## src/rtl/kmn_pkg.sv

```systemverilog
`default_nettype none
package kmn_pkg;

	localparam int AdcW      = 10;
	localparam int KeyW      = 3;
	localparam int FuncW     = 2;
	localparam int SubW      = 4;
	localparam int IdxW      = 6;
	localparam int CntW      = 4;
	localparam int NumCfg    = 4;
	localparam int CfgIdxW   = 2;
	localparam int NumSlots  = 4;

	localparam int NUM_FUNCTIONS_DEF = 4;
	localparam int SUB_STRIDE_DEF    = 12;

	localparam logic [CntW-1:0] CountReset = CntW'(12);

	// Ladder thresholds
	localparam logic [AdcW-1:0] ThrNoneHi = AdcW'(1000);
	localparam logic [AdcW-1:0] ThrRight  = AdcW'(50);
	localparam logic [AdcW-1:0] ThrUp     = AdcW'(250);
	localparam logic [AdcW-1:0] ThrDown   = AdcW'(450);
	localparam logic [AdcW-1:0] ThrLeft   = AdcW'(650);
	localparam logic [AdcW-1:0] ThrSelect = AdcW'(850);

	typedef enum logic [KeyW-1:0] {
		KEY_NONE   = 3'd0,
		KEY_RIGHT  = 3'd1,
		KEY_UP     = 3'd2,
		KEY_DOWN   = 3'd3,
		KEY_LEFT   = 3'd4,
		KEY_SELECT = 3'd5
	} key_t;

endpackage
`default_nettype wire

```

## src/rtl/kmn_in_if.sv

```systemverilog
`default_nettype none
interface kmn_in_if;
	logic                       valid;
	logic                       ready;
	logic [kmn_pkg::AdcW-1:0]   adc_sample;

	modport source (output valid, output adc_sample, input ready);
	modport sink   (input valid, input adc_sample, output ready);
endinterface
`default_nettype wire

```

## src/rtl/kmn_out_if.sv

```systemverilog
`default_nettype none
interface kmn_out_if;
	logic                        valid;
	logic                        ready;
	logic [kmn_pkg::KeyW-1:0]    key_code;
	logic                        select_pressed;
	logic [kmn_pkg::FuncW-1:0]   active_function;
	logic [kmn_pkg::SubW-1:0]    active_sub;
	logic [kmn_pkg::IdxW-1:0]    menu_state_index;
	logic                        menu_state_valid;

	modport source (output valid, output key_code, output select_pressed,
		output active_function, output active_sub, output menu_state_index,
		output menu_state_valid, input ready);
	modport sink (input valid, input key_code, input select_pressed,
		input active_function, input active_sub, input menu_state_index,
		input menu_state_valid, output ready);
endinterface
`default_nettype wire

```

## src/rtl/kmn_key_decode.sv

```systemverilog
`default_nettype none
module kmn_key_decode (
	input  wire logic [kmn_pkg::AdcW-1:0] sample,
	output kmn_pkg::key_t                 key
);

	always_comb begin
		if (sample > kmn_pkg::ThrNoneHi) begin
			key = kmn_pkg::KEY_NONE;
		end else if (sample < kmn_pkg::ThrRight) begin
			key = kmn_pkg::KEY_RIGHT;
		end else if (sample < kmn_pkg::ThrUp) begin
			key = kmn_pkg::KEY_UP;
		end else if (sample < kmn_pkg::ThrDown) begin
			key = kmn_pkg::KEY_DOWN;
		end else if (sample < kmn_pkg::ThrLeft) begin
			key = kmn_pkg::KEY_LEFT;
		end else if (sample < kmn_pkg::ThrSelect) begin
			key = kmn_pkg::KEY_SELECT;
		end else begin
			key = kmn_pkg::KEY_NONE;
		end
	end

endmodule
`default_nettype wire

```

## src/rtl/keypad_menu_navigator_top.sv

```systemverilog
`default_nettype none
// Channel    Dir  Beat payload
// sample_ch  in   adc_sample[9:0]
// result_ch  out  key_code, select_pressed, active_function, active_sub,
//                 menu_state_index, menu_state_valid
// cfg_*      in   cfg_we, cfg_index[1:0], cfg_data[3:0] (sub counts 0..3)
//
// One beat per cycle sustained while result_ch is ready: every sample beat
// yields exactly one result beat, through the sample register and then the
// result register. The menu state update sits combinationally between those
// two registers.
// Reset clears function, sub-selections, press lock and index; counts go to 12.
// A stalled result holds in the result register while the sample register
// still takes one more beat; ready back-pressures only when both are full.
module keypad_menu_navigator_top #(
	parameter int NUM_FUNCTIONS = kmn_pkg::NUM_FUNCTIONS_DEF,
	parameter int SUB_STRIDE    = kmn_pkg::SUB_STRIDE_DEF
) (
	input  wire logic                          clk,
	input  wire logic                          arst_n,
	kmn_in_if.sink                             sample_ch,
	kmn_out_if.source                          result_ch,
	input  wire logic                          cfg_we,
	input  wire logic [kmn_pkg::CfgIdxW-1:0]   cfg_index,
	input  wire logic [kmn_pkg::CntW-1:0]      cfg_data
);

	localparam int FW  = kmn_pkg::FuncW;
	localparam int SW  = kmn_pkg::SubW;
	localparam int CW  = kmn_pkg::CntW;
	localparam int IW  = kmn_pkg::IdxW;
	localparam int NS  = kmn_pkg::NumSlots;

	// Configuration registers
	logic [CW-1:0] sub_count_q [kmn_pkg::NumCfg];

	always_ff @(posedge clk or negedge arst_n) begin
		if (!arst_n) begin
			for (int i = 0; i < kmn_pkg::NumCfg; i++) sub_count_q[i] <= kmn_pkg::CountReset;
		end else if (cfg_we) begin
			sub_count_q[cfg_index] <= cfg_data;
		end
	end

	// Sample register (stage 1)
	logic                     valid_s1;
	logic [kmn_pkg::AdcW-1:0] adc_s1;
	logic                     out_free;
	logic                     fire;

	assign out_free        = !result_ch.valid || result_ch.ready;
	assign fire            = valid_s1 && out_free;
	assign sample_ch.ready = !valid_s1 || out_free;

	always_ff @(posedge clk or negedge arst_n) begin
		if (!arst_n) begin
			valid_s1 <= 1'b0;
		end else if (sample_ch.ready) begin
			valid_s1 <= sample_ch.valid;
		end
	end

	always_ff @(posedge clk) begin
		if (sample_ch.ready && sample_ch.valid) begin
			adc_s1 <= sample_ch.adc_sample;
		end
	end

	kmn_pkg::key_t key;

	kmn_key_decode u_decode (
		.sample (adc_s1),
		.key    (key)
	);

	// Menu state
	logic [FW-1:0] cur_fn_q;
	logic [SW-1:0] sub_sel_q [NS];
	logic          lock_q;
	logic [IW-1:0] idx_q;
	logic          idx_valid_q;

	logic [FW-1:0] cur_fn_d;
	logic [SW-1:0] sub_sel_d [NS];
	logic          lock_d;
	logic [IW-1:0] idx_d;
	logic          idx_valid_d;
	logic          sel_d;

	logic [CW:0]   cnt_raw;
	logic [CW:0]   cnt_eff;
	logic [SW-1:0] cur_sub;
	logic [SW:0]   sub_inc;
	logic [FW:0]   fn_inc;
	logic [FW-1:0] fn_up;
	logic [FW-1:0] fn_dn;
	logic [SW-1:0] sub_rt;
	logic [SW-1:0] sub_lt;
	logic          moved;

	always_comb begin
		// Clamp the configured count into 1..SUB_STRIDE
		cnt_raw = {1'b0, sub_count_q[cur_fn_q]};
		if (cnt_raw == '0) begin
			cnt_eff = (CW+1)'(1);
		end else if (cnt_raw > (CW+1)'(SUB_STRIDE)) begin
			cnt_eff = (CW+1)'(SUB_STRIDE);
		end else begin
			cnt_eff = cnt_raw;
		end

		cur_sub = sub_sel_q[cur_fn_q];
		sub_inc = {1'b0, cur_sub} + (SW+1)'(1);
		sub_rt  = (sub_inc >= cnt_eff) ? '0 : sub_inc[SW-1:0];
		sub_lt  = (cur_sub == '0) ? SW'(cnt_eff - (CW+1)'(1)) : cur_sub - SW'(1);

		fn_inc = {1'b0, cur_fn_q} + (FW+1)'(1);
		fn_up  = (fn_inc >= (FW+1)'(NUM_FUNCTIONS)) ? '0 : fn_inc[FW-1:0];
		fn_dn  = (cur_fn_q == '0) ? FW'(NUM_FUNCTIONS - 1) : cur_fn_q - FW'(1);
	end

	always_comb begin
		cur_fn_d    = cur_fn_q;
		sub_sel_d   = sub_sel_q;
		lock_d      = lock_q;
		sel_d       = 1'b0;
		moved       = 1'b0;
		if (key == kmn_pkg::KEY_NONE) begin
			lock_d = 1'b0;
		end else if (!lock_q) begin
			lock_d = 1'b1;
			case (key)
				kmn_pkg::KEY_UP: begin
					cur_fn_d = fn_up;
					moved    = 1'b1;
				end
				kmn_pkg::KEY_DOWN: begin
					cur_fn_d = fn_dn;
					moved    = 1'b1;
				end
				kmn_pkg::KEY_RIGHT: begin
					sub_sel_d[cur_fn_q] = sub_rt;
					moved               = 1'b1;
				end
				kmn_pkg::KEY_LEFT: begin
					sub_sel_d[cur_fn_q] = sub_lt;
					moved               = 1'b1;
				end
				default: begin
					sel_d = 1'b1;
				end
			endcase
		end

		// Index of the landing spot; fits in six bits with the default function count and stride
		if (moved) begin
			idx_d       = IW'((IW+1)'(cur_fn_d) * (IW+1)'(SUB_STRIDE)
				+ (IW+1)'(sub_sel_d[cur_fn_d]));
			idx_valid_d = 1'b1;
		end else begin
			idx_d       = idx_q;
			idx_valid_d = idx_valid_q;
		end
	end

	always_ff @(posedge clk or negedge arst_n) begin
		if (!arst_n) begin
			cur_fn_q    <= '0;
			for (int i = 0; i < NS; i++) sub_sel_q[i] <= '0;
			lock_q      <= 1'b0;
			idx_q       <= '0;
			idx_valid_q <= 1'b0;
		end else if (fire) begin
			cur_fn_q    <= cur_fn_d;
			sub_sel_q   <= sub_sel_d;
			lock_q      <= lock_d;
			idx_q       <= idx_d;
			idx_valid_q <= idx_valid_d;
		end
	end

	// Result register: load on each processed beat, drop valid once taken
	logic out_valid_q;

	always_ff @(posedge clk or negedge arst_n) begin
		if (!arst_n) begin
			out_valid_q <= 1'b0;
		end else if (out_free) begin
			out_valid_q <= valid_s1;
		end
	end

	assign result_ch.valid = out_valid_q;

	always_ff @(posedge clk) begin
		if (fire) begin
			result_ch.key_code         <= key;
			result_ch.select_pressed   <= sel_d;
			result_ch.active_function  <= cur_fn_d;
			result_ch.active_sub       <= sub_sel_d[cur_fn_d];
			result_ch.menu_state_index <= idx_d;
			result_ch.menu_state_valid <= idx_valid_d;
		end
	end

endmodule
`default_nettype wire

```

## src/flat_wrapper.sv

```systemverilog
// flat-port wrapper written by rule: the top's interface ports become plain ports
module keypad_menu_navigator_top_flat 
#(
	parameter int NUM_FUNCTIONS = kmn_pkg::NUM_FUNCTIONS_DEF,
	parameter int SUB_STRIDE    = kmn_pkg::SUB_STRIDE_DEF
)
  (clk, arst_n, cfg_we, cfg_index, cfg_data, sample_ch_valid, sample_ch_adc_sample, sample_ch_ready, result_ch_valid, result_ch_key_code, result_ch_select_pressed, result_ch_active_function, result_ch_active_sub, result_ch_menu_state_index, result_ch_menu_state_valid, result_ch_ready);
  kmn_in_if sample_ch_i ();
  kmn_out_if result_ch_i ();
  input  wire logic clk;
  input  wire logic arst_n;
  input  wire logic cfg_we;
  input  wire logic [kmn_pkg::CfgIdxW-1:0] cfg_index;
  input  wire logic [kmn_pkg::CntW-1:0] cfg_data;
  input wire logic [$bits(sample_ch_i.valid)-1:0] sample_ch_valid;
  input wire logic [$bits(sample_ch_i.adc_sample)-1:0] sample_ch_adc_sample;
  output wire logic [$bits(sample_ch_i.ready)-1:0] sample_ch_ready;
  output wire logic [$bits(result_ch_i.valid)-1:0] result_ch_valid;
  output wire logic [$bits(result_ch_i.key_code)-1:0] result_ch_key_code;
  output wire logic [$bits(result_ch_i.select_pressed)-1:0] result_ch_select_pressed;
  output wire logic [$bits(result_ch_i.active_function)-1:0] result_ch_active_function;
  output wire logic [$bits(result_ch_i.active_sub)-1:0] result_ch_active_sub;
  output wire logic [$bits(result_ch_i.menu_state_index)-1:0] result_ch_menu_state_index;
  output wire logic [$bits(result_ch_i.menu_state_valid)-1:0] result_ch_menu_state_valid;
  input wire logic [$bits(result_ch_i.ready)-1:0] result_ch_ready;
  assign sample_ch_i.valid = sample_ch_valid;
  assign sample_ch_i.adc_sample = sample_ch_adc_sample;
  assign sample_ch_ready = sample_ch_i.ready;
  assign result_ch_valid = result_ch_i.valid;
  assign result_ch_key_code = result_ch_i.key_code;
  assign result_ch_select_pressed = result_ch_i.select_pressed;
  assign result_ch_active_function = result_ch_i.active_function;
  assign result_ch_active_sub = result_ch_i.active_sub;
  assign result_ch_menu_state_index = result_ch_i.menu_state_index;
  assign result_ch_menu_state_valid = result_ch_i.menu_state_valid;
  assign result_ch_i.ready = result_ch_ready;
  keypad_menu_navigator_top #(.NUM_FUNCTIONS(NUM_FUNCTIONS), .SUB_STRIDE(SUB_STRIDE)) u_core (.clk(clk), .arst_n(arst_n), .sample_ch(sample_ch_i), .result_ch(result_ch_i), .cfg_we(cfg_we), .cfg_index(cfg_index), .cfg_data(cfg_data));
endmodule
```

## config.mk

```make
export PLATFORM = sky130hd
export DESIGN_NAME = keypad_menu_navigator_top_flat
export DESIGN_NICKNAME = d
export VERILOG_FILES = /design/src/rtl/kmn_pkg.sv /design/src/rtl/kmn_in_if.sv /design/src/rtl/kmn_out_if.sv /design/src/rtl/kmn_key_decode.sv /design/src/rtl/keypad_menu_navigator_top.sv /design/src/flat_wrapper.sv
export SDC_FILE = /design/constraint.sdc
export NUM_CORES = 1
export LEC_CHECK = 0
export BUFFER_PORTS_ARGS = -buffer_cell sky130_fd_sc_hd__buf_2
export CAP_MARGIN = 20
export CORE_ASPECT_RATIO = 1.5
export CORE_MARGIN = 4
export CORE_UTILIZATION = 40
export CTS_CLUSTER_SIZE = 24
export DETAILED_ROUTE_END_ITERATION = 10
export HOLD_SLACK_MARGIN = 0.05
export PLACE_DENSITY = 0.59
export SLEW_MARGIN = 20
export SYNTH_ARGS = -nofsm -noshare
export SYNTH_HDL_FRONTEND = slang
export SYNTH_HIERARCHICAL = 1
export SYNTH_SLANG_ARGS = --single-unit
```

## constraint.sdc

```tcl
create_clock -name clk -period 7.9 [get_ports clk]
set_input_delay 0.395 -clock clk [delete_from_list [all_inputs] [get_ports clk]]
set_output_delay 0.395 -clock clk [all_outputs]
set_load 0.05 [all_outputs]
```

=== Yosys cells after proc, flatten, opt, wreduce, memory -nomap -nowiden ===
Index checks and enable logic that the tools add are counted.
W data, S select, Z words.

* Flip-flop bits (word level): 71
* Latch bits: 0
* RAM bits: 0
* Memory bits (read-only): 0
* Input port bits: 21
* Output and inout bits: 19
* Logic and storage cells: 104
* Memories: 0

* Add/subtract/negate cells: 6
* $mul: 1
* Divide/modulo/power cells: 0
* $lt $le $gt $ge: 14
* Equality and inequality tests: 4
* Shifts and indexed selects: 0
* Multiplexer cells: 41
* Bitwise logic cells: 3
* Reductions and logical operators: 14

{| class="wikitable"
|+ Operators with widths
! kind !! number
|-
| $bwmux W16 || 3
|-
| $mux W4 || 12
|-
| $mux W16 || 2
|-
| $pmux W16 S2 || 1
|-
| $bmux W4 S2 || 3
|-
| $lt A10 B10 Y1 const B || 2
|-
| $mux W3 || 6
|-
| $demux W4 S2 || 2
|-
| $ge A3 B3 Y1 const B || 4
|-
| $gt A10 B10 Y1 const B || 1
|-
| $lt A10 B6 Y1 const B || 1
|-
| $lt A10 B8 Y1 const B || 1
|-
| $lt A10 B9 Y1 const B || 1
|-
| $not A2 Y3 || 3
|-
| $logic_not A4 Y1 || 2
|-
| $mux W2 || 4
|-
| $sub A4 B1 Y4 const B || 2
|-
| $add A6 B4 Y6 || 1
|-
| $eq A3 B2 Y1 const B || 2
|-
| $lt A3 B1 Y1 const B || 2
|-
| $mux W1 || 6
|-
| $mux W6 || 1
|-
| $add A4 B1 Y5 const B || 1
|-
| $ge A5 B4 Y1 || 1
|-
| 14 further kinds || 19
|}

=== Logic depth before layout (Yosys ltp) ===
* Depth in word-level cells: 18
* Depth in mapped cells: 19

=== Hierarchy ===
Netlist, hierarchy kept.

{| class="wikitable"
|+ Modules (own cells, without submodules)
! module !! times used !! cells an instance !! area an instance (um2) !! sequential area each (um2)
|-
| keypad_menu_navigator_top || 1 || 334 || 3,823.7 || 1,921.8
|-
| kmn_key_decode || 1 || 27 || 148.9 || 0.0
|}

=== Least setup slack after synthesis ===
OpenSTA, ideal clock, no wires.

* Kind: register -> register
* Start: register u_core.cur_fn_q[0]
* End: register u_core.result_ch.menu_state_index[3], data pin
* Arrival: 3.922 ns
* Data required time: 7.640 ns
* Setup slack: 3.719 ns
* Stages on the path, launching flop included: 17
* Period minus slack after synthesis: 4.181 ns
* Path through: dfrtp_1 > buf_6 > mux4_2 > a21boi_1 > or2_2 > ha_1 > nand2b_1 > a21oi_1 > o21ai_0 > nor4b_1 > a21oi_1 > o21ai_0 > mux2i_1 > a21oi_1 > ha_1 > fa_1 > mux2_2

* Cells in the longest elaborated chain, start to end: 18
* Elaborated cells on any way between the ends: 44

{| class="wikitable"
|+ Ends and longest elaborated chain
! element !! RTL line !! RTL
|-
| from (decl) || keypad_menu_navigator_top.sv:77 || <nowiki>logic [FW-1:0] cur_fn_q;</nowiki>
|-
| from (signal assigned) || keypad_menu_navigator_top.sv:174 || <nowiki>cur_fn_q <= cur_fn_d;</nowiki>
|-
| $not A2 Y3 (implied by the code) || - ||
|-
| $bmux W4 S2 || keypad_menu_navigator_top.sv:103 || <nowiki>cnt_raw = {1'b0, sub_count_q[cur_fn_q]};</nowiki>
|-
| $mux W4 (implied by the code) (2 in a row) || keypad_menu_navigator_top.sv:103 ||
|-
| $gt A4 B4 Y1 || keypad_menu_navigator_top.sv:106 || <nowiki>end else if (cnt_raw > (CW+1)'(SUB_STRIDE)) begin</nowiki>
|-
| $mux W4 || keypad_menu_navigator_top.sv:106 ||
|-
| $mux W4 || keypad_menu_navigator_top.sv:104 || <nowiki>if (cnt_raw == '0) begin</nowiki>
|-
| $sub A4 B1 Y4 or $ge A5 B4 Y1 (tied branches) || keypad_menu_navigator_top.sv:115, keypad_menu_navigator_top.sv:114 ||
|-
| $mux W4 (on tied branches) || keypad_menu_navigator_top.sv:115, keypad_menu_navigator_top.sv:114 ||
|-
| $bwmux W16 (on tied branches) || keypad_menu_navigator_top.sv:146, keypad_menu_navigator_top.sv:142 ||
|-
| $pmux W16 S2 || keypad_menu_navigator_top.sv:132 || <nowiki>case (key)</nowiki>
|-
| $mux W16 || keypad_menu_navigator_top.sv:130 || <nowiki>end else if (!lock_q) begin</nowiki>
|-
| $mux W16 || keypad_menu_navigator_top.sv:128 || <nowiki>if (key == kmn_pkg::KEY_NONE) begin</nowiki>
|-
| $bmux W4 S2 || keypad_menu_navigator_top.sv:158 || <nowiki>+ (IW+1)'(sub_sel_d[cur_fn_d]));</nowiki>
|-
| $mux W4 (implied by the code) (2 in a row) || keypad_menu_navigator_top.sv:158 ||
|-
| $add A6 B4 Y6 (*) || keypad_menu_navigator_top.sv:158 ||
|-
| $mux W6 (*) || keypad_menu_navigator_top.sv:156 || <nowiki>if (moved) begin</nowiki>
|-
| net u_core.idx_d[3] || keypad_menu_navigator_top.sv:86 || <nowiki>logic [IW-1:0] idx_d;</nowiki>
|-
| to (signal assigned) || keypad_menu_navigator_top.sv:201 || <nowiki>result_ch.menu_state_index <= idx_d;</nowiki>
|-
| to (decl) || kmn_out_if.sv:13 || <nowiki>output active_function, output active_sub, output menu_state_index,</nowiki>
|}

Mark *: on every way through the listed nets, which the timed path passes. The rest lies on a longest branch. The select of a mux whose other input is x is not followed.
A chain may end at the register's enable or synchronous reset.

=== Final worst setup path ===
Same ends and word-level chain as after synthesis.

==> impl_metrics.tcl <==
set metrics [dict create \
    grt_use_met1_pct 18.2 \
    peakVddDrop_mv 0.180 \
    remaining_drc_errors 0 \
    dr.first_iter.drc_count 248 \
    netlist_area_mm2 0.00397 \
    regArea_mm2 0.00192 \
    dp_hpwl_mm 6.91 \
    syn_to_final_growth_pct 14.1 \
    synthCells 361 \
    viasPerCell 5.86 \
    dp_cells 503 \
    synth_mux_area_share_pct 13.0 \
    arrival_ns 5.24 \
    wl_per_cell_um 17.9 \
    grt_pass1_vias 3068 \
    post-route-period-util_pct 65.2 \
    setup_violations 0 \
    synthAdderAreaFrac_pct 5.23 \
    synth_compound_area_share_pct 14.9 \
    postRouteAntennaNets 0 \
    p_leak_uw 0.00187 \
    cts_hold_buf 0 \
    ctsRootBufferMaster "clkbuf_16" \
    layout-drive-gt1-share_pct 24.3 \
    die_area_mm2 0.0116 \
    startpoint_type "flop" \
    totalWireLength_mm 9.28 \
    worst_ep_required_time_ns 7.98 \
    slew-limit-headroom_pct 28.2 \
    ys_seq_elements 71 \
    clockBufferDepth 2 \
    critical_path_peak_fanout 15 \
    rsz0062_at_grt "no" \
    synth_xor_area_share_pct 1.32 \
    syn-num-nets 398 \
    portBuffers 39 \
    worstMarginPinSlew_ns 1.08 \
    seq_area_frac_synth_pct 48.4 \
    status "complete, no violations" \
    pwr_density_cell_mw_per_mm2 415 \
    cts.sinks 71 \
    met2_usage_pct 31.2 \
    worstSetupPathType "reg -> reg" \
    cp-startpoint "u_core/cur_fn_q[0]" \
    period_minus_slack_ns 5.15 \
    synth_top_family_by_area "compound AO/OA/AOI/OAI gates" \
    yosysUniqueCellTypes 56 \
    finalClockSkew_ns 0.00543 \
    die_h_um 130 \
    synthSimpleGateAreaFrac_pct 14.0 \
    synthFlopType "dfrtp_1" \
    synth_warnings 6 \
    fp.dieW_um 89.4 \
    grt_pass1_wl_mm 15.1 \
    gp_congestion 0.914 \
    tns_ns 0 \
    hold_viol_final 0 \
    cts_made_buffers 9 \
    end_kind "flop" \
    vias 3040 \
    avgSynthCellArea_um2 11.0 \
    regToRegStartpoint "u_core/cur_fn_q[0]" \
    async_flop_share_pct 62.0 \
    top_usage_layer "met2" \
    final_nets 436 \
    clk_pin_slew_ns 0.06 \
    report.final.slew_viol_count 0 \
    ios 40 \
    synth_edf_count 27 \
    fin_cells 519 \
    hold_path_class "in -> async" \
    antenna_cells 0 \
    cts_tree "built" \
    multiInputGateArea_mm2 0.00192 \
    timing.hold.ws_ns 0.0695 \
    dr.pass1.iters 4 \
    drv_cap 0 \
    overflow 0 \
    insertion_delay_ns 0.33 \
    placementRows 44 \
    grt_max_degree 45 \
    ctsResizeCount 0 \
    antenna_found_initial 0 \
    postCtsSetupRepairBufs 0 \
    fin_util_pct 46.8 \
    use_met3_pct 4.67 \
    fillers 893 \
    coreArea_mm2 0.00969 \
    track_usage_pct 17.3 \
    htreeDepth 3 \
    fmax_mhz 194 \
    start_util_pct 41.0 \
]
[flip-flops by register name, summed over array words and instances (netlist names), 2 cells and up]
name                               cells
u_core/sub_count_q                    16
u_core/sub_sel_q                      16
u_core/adc_s1                         10
u_core/idx_q                           6
u_core/result_ch.menu_state_index      6
u_core/result_ch.active_sub            4
u_core/result_ch.key_code              3
u_core/cur_fn_q                        2
u_core/result_ch.active_function       2
[power by group]
part / total, µW / internal (µW) / switching (µW)
logic: 922 / 372 / 550
registers: 595 / 503 / 91.7
clock network: 365 / 220 / 145
total: 1880 / 1100 / 786
[synthesized netlist by cell type, types with 4 or more instances]
| cell type | instances | share of area (%) |
|---|---|---|
| nor2_1 | 18 | 1.7 |
| a211oi_1 | 5 | 0.94 |
| ha_1 | 15 | 4.7 |
| mux4_1 | 4 | 2.6 |
| nand3b_1 | 4 | 0.76 |
| a31oi_1 | 5 | 0.79 |
| a21oi_1 | 30 | 3.8 |
| mux2i_1 | 4 | 1.0 |
| nand2b_1 | 7 | 1.1 |
| nand2_1 | 40 | 3.8 |
| o21ai_0 | 12 | 1.5 |
| dfrtp_1 | 36 | 23 |
| edfxtp_1 | 27 | 20 |
| dfstp_2 | 8 | 5.3 |
| mux2_2 | 25 | 7.1 |
| mux4_2 | 4 | 2.3 |
| nor3_1 | 10 | 1.3 |
| inv_1 | 17 | 1.6 |
| clkbuf_1 | 10 | 0.94 |
| a22o_1 | 10 | 2.2 |
| xnor2_1 | 5 | 1.1 |
| nand3_1 | 10 | 1.3 |
[cells in the final DEF, fill, tap and decap left out, types with 3 or more instances in the layout]
cell and n:
nand2_1 40, buf_2 38, dfrtp_1 36, a21oi_1 30, edfxtp_1 27, mux2_2 25, nor2_1 18, inv_1 17
ha_1 15, o21ai_0 12, nor3_1 10, nand3_1 10, a22o_1 10, clkbuf_16 9, dfstp_2 8, nand2b_1 7
xnor2_1 5, a31oi_1 5, a211oi_1 5, mux4_2 4, mux4_1 4, mux2i_1 4, nand3b_1 4, clkbuf_1 3
nor3b_1 3, or2_2 3, a21o_1 3, and3_1 3, or3_1 3, nor2b_1 3
[worst max-delay path, stage by stage (launching register included)]
cell	delay, ns
dfrtp_1	0.82
mux4_1	0.77
a21boi_1	0.25
or2_2	0.18
ha_1	0.22
nand2b_1	0.15
a21oi_1	0.28
o21ai_0	0.18
nor4b_1	0.31
a21oi_1	0.10
o21ai_0	0.32
mux2i_1	0.14
a21oi_1	0.24
ha_1	0.23
fa_1	0.43
mux2_2	0.28
[final cells by class]
class                      count  area share, %
inverter                      18           1.49
multi-input combinational    259           42.5
timing repair buffer          40           4.53
sequential                    71           42.4
clock buffer                  13           5.52
tap                          115           3.18
clock inverter                 3          0.414
[worst paths after layout]
path                                                        endpoint  slack, ns  depth (start not counted)
worst max register to register  u_core/result_ch.menu_state_index[3]       2.75                         15
max in group asynchronous                         u_core/idx_valid_q       7.45                          1
worst min-delay path                              u_core/cur_fn_q[1]       0.07                          1
min in group clk                                    u_core/adc_s1[8]       0.24                          1
worst max-delay path            u_core/result_ch.menu_state_index[3]       2.75                         15
worst min register to register                    u_core/idx_valid_q       0.46                          1
[kinds of logic after synthesis]
group	after synthesis
mux	37
xor+xnor	6
buf+inv	31
fa+ha+maj	16
flops	71
compound gates	88
simple gates	112
[stage by stage]
stage	total power, µW	cell area (µm²)	worst slack [ns]
after CTS	1900	4530	2.70
after global routing	2020	4530	2.39
final	1880	4530	2.75
after floorplan	1300	3970	3.72
after global placement	1510	4260	2.76
after detailed placement	1520	4260	2.72
[metal layers]
| metal | vias up | share of wire [%] |
|---|---|---|
| li1 | 1429 | - |
| met1 | 1484 | 37 |
| met2 | 103 | 55 |
| met3 | 24 | 4.7 |
| met4 | 0 | 3.4 |
| met5 | - | 0 |
Power figures use the tool's default switching activity.
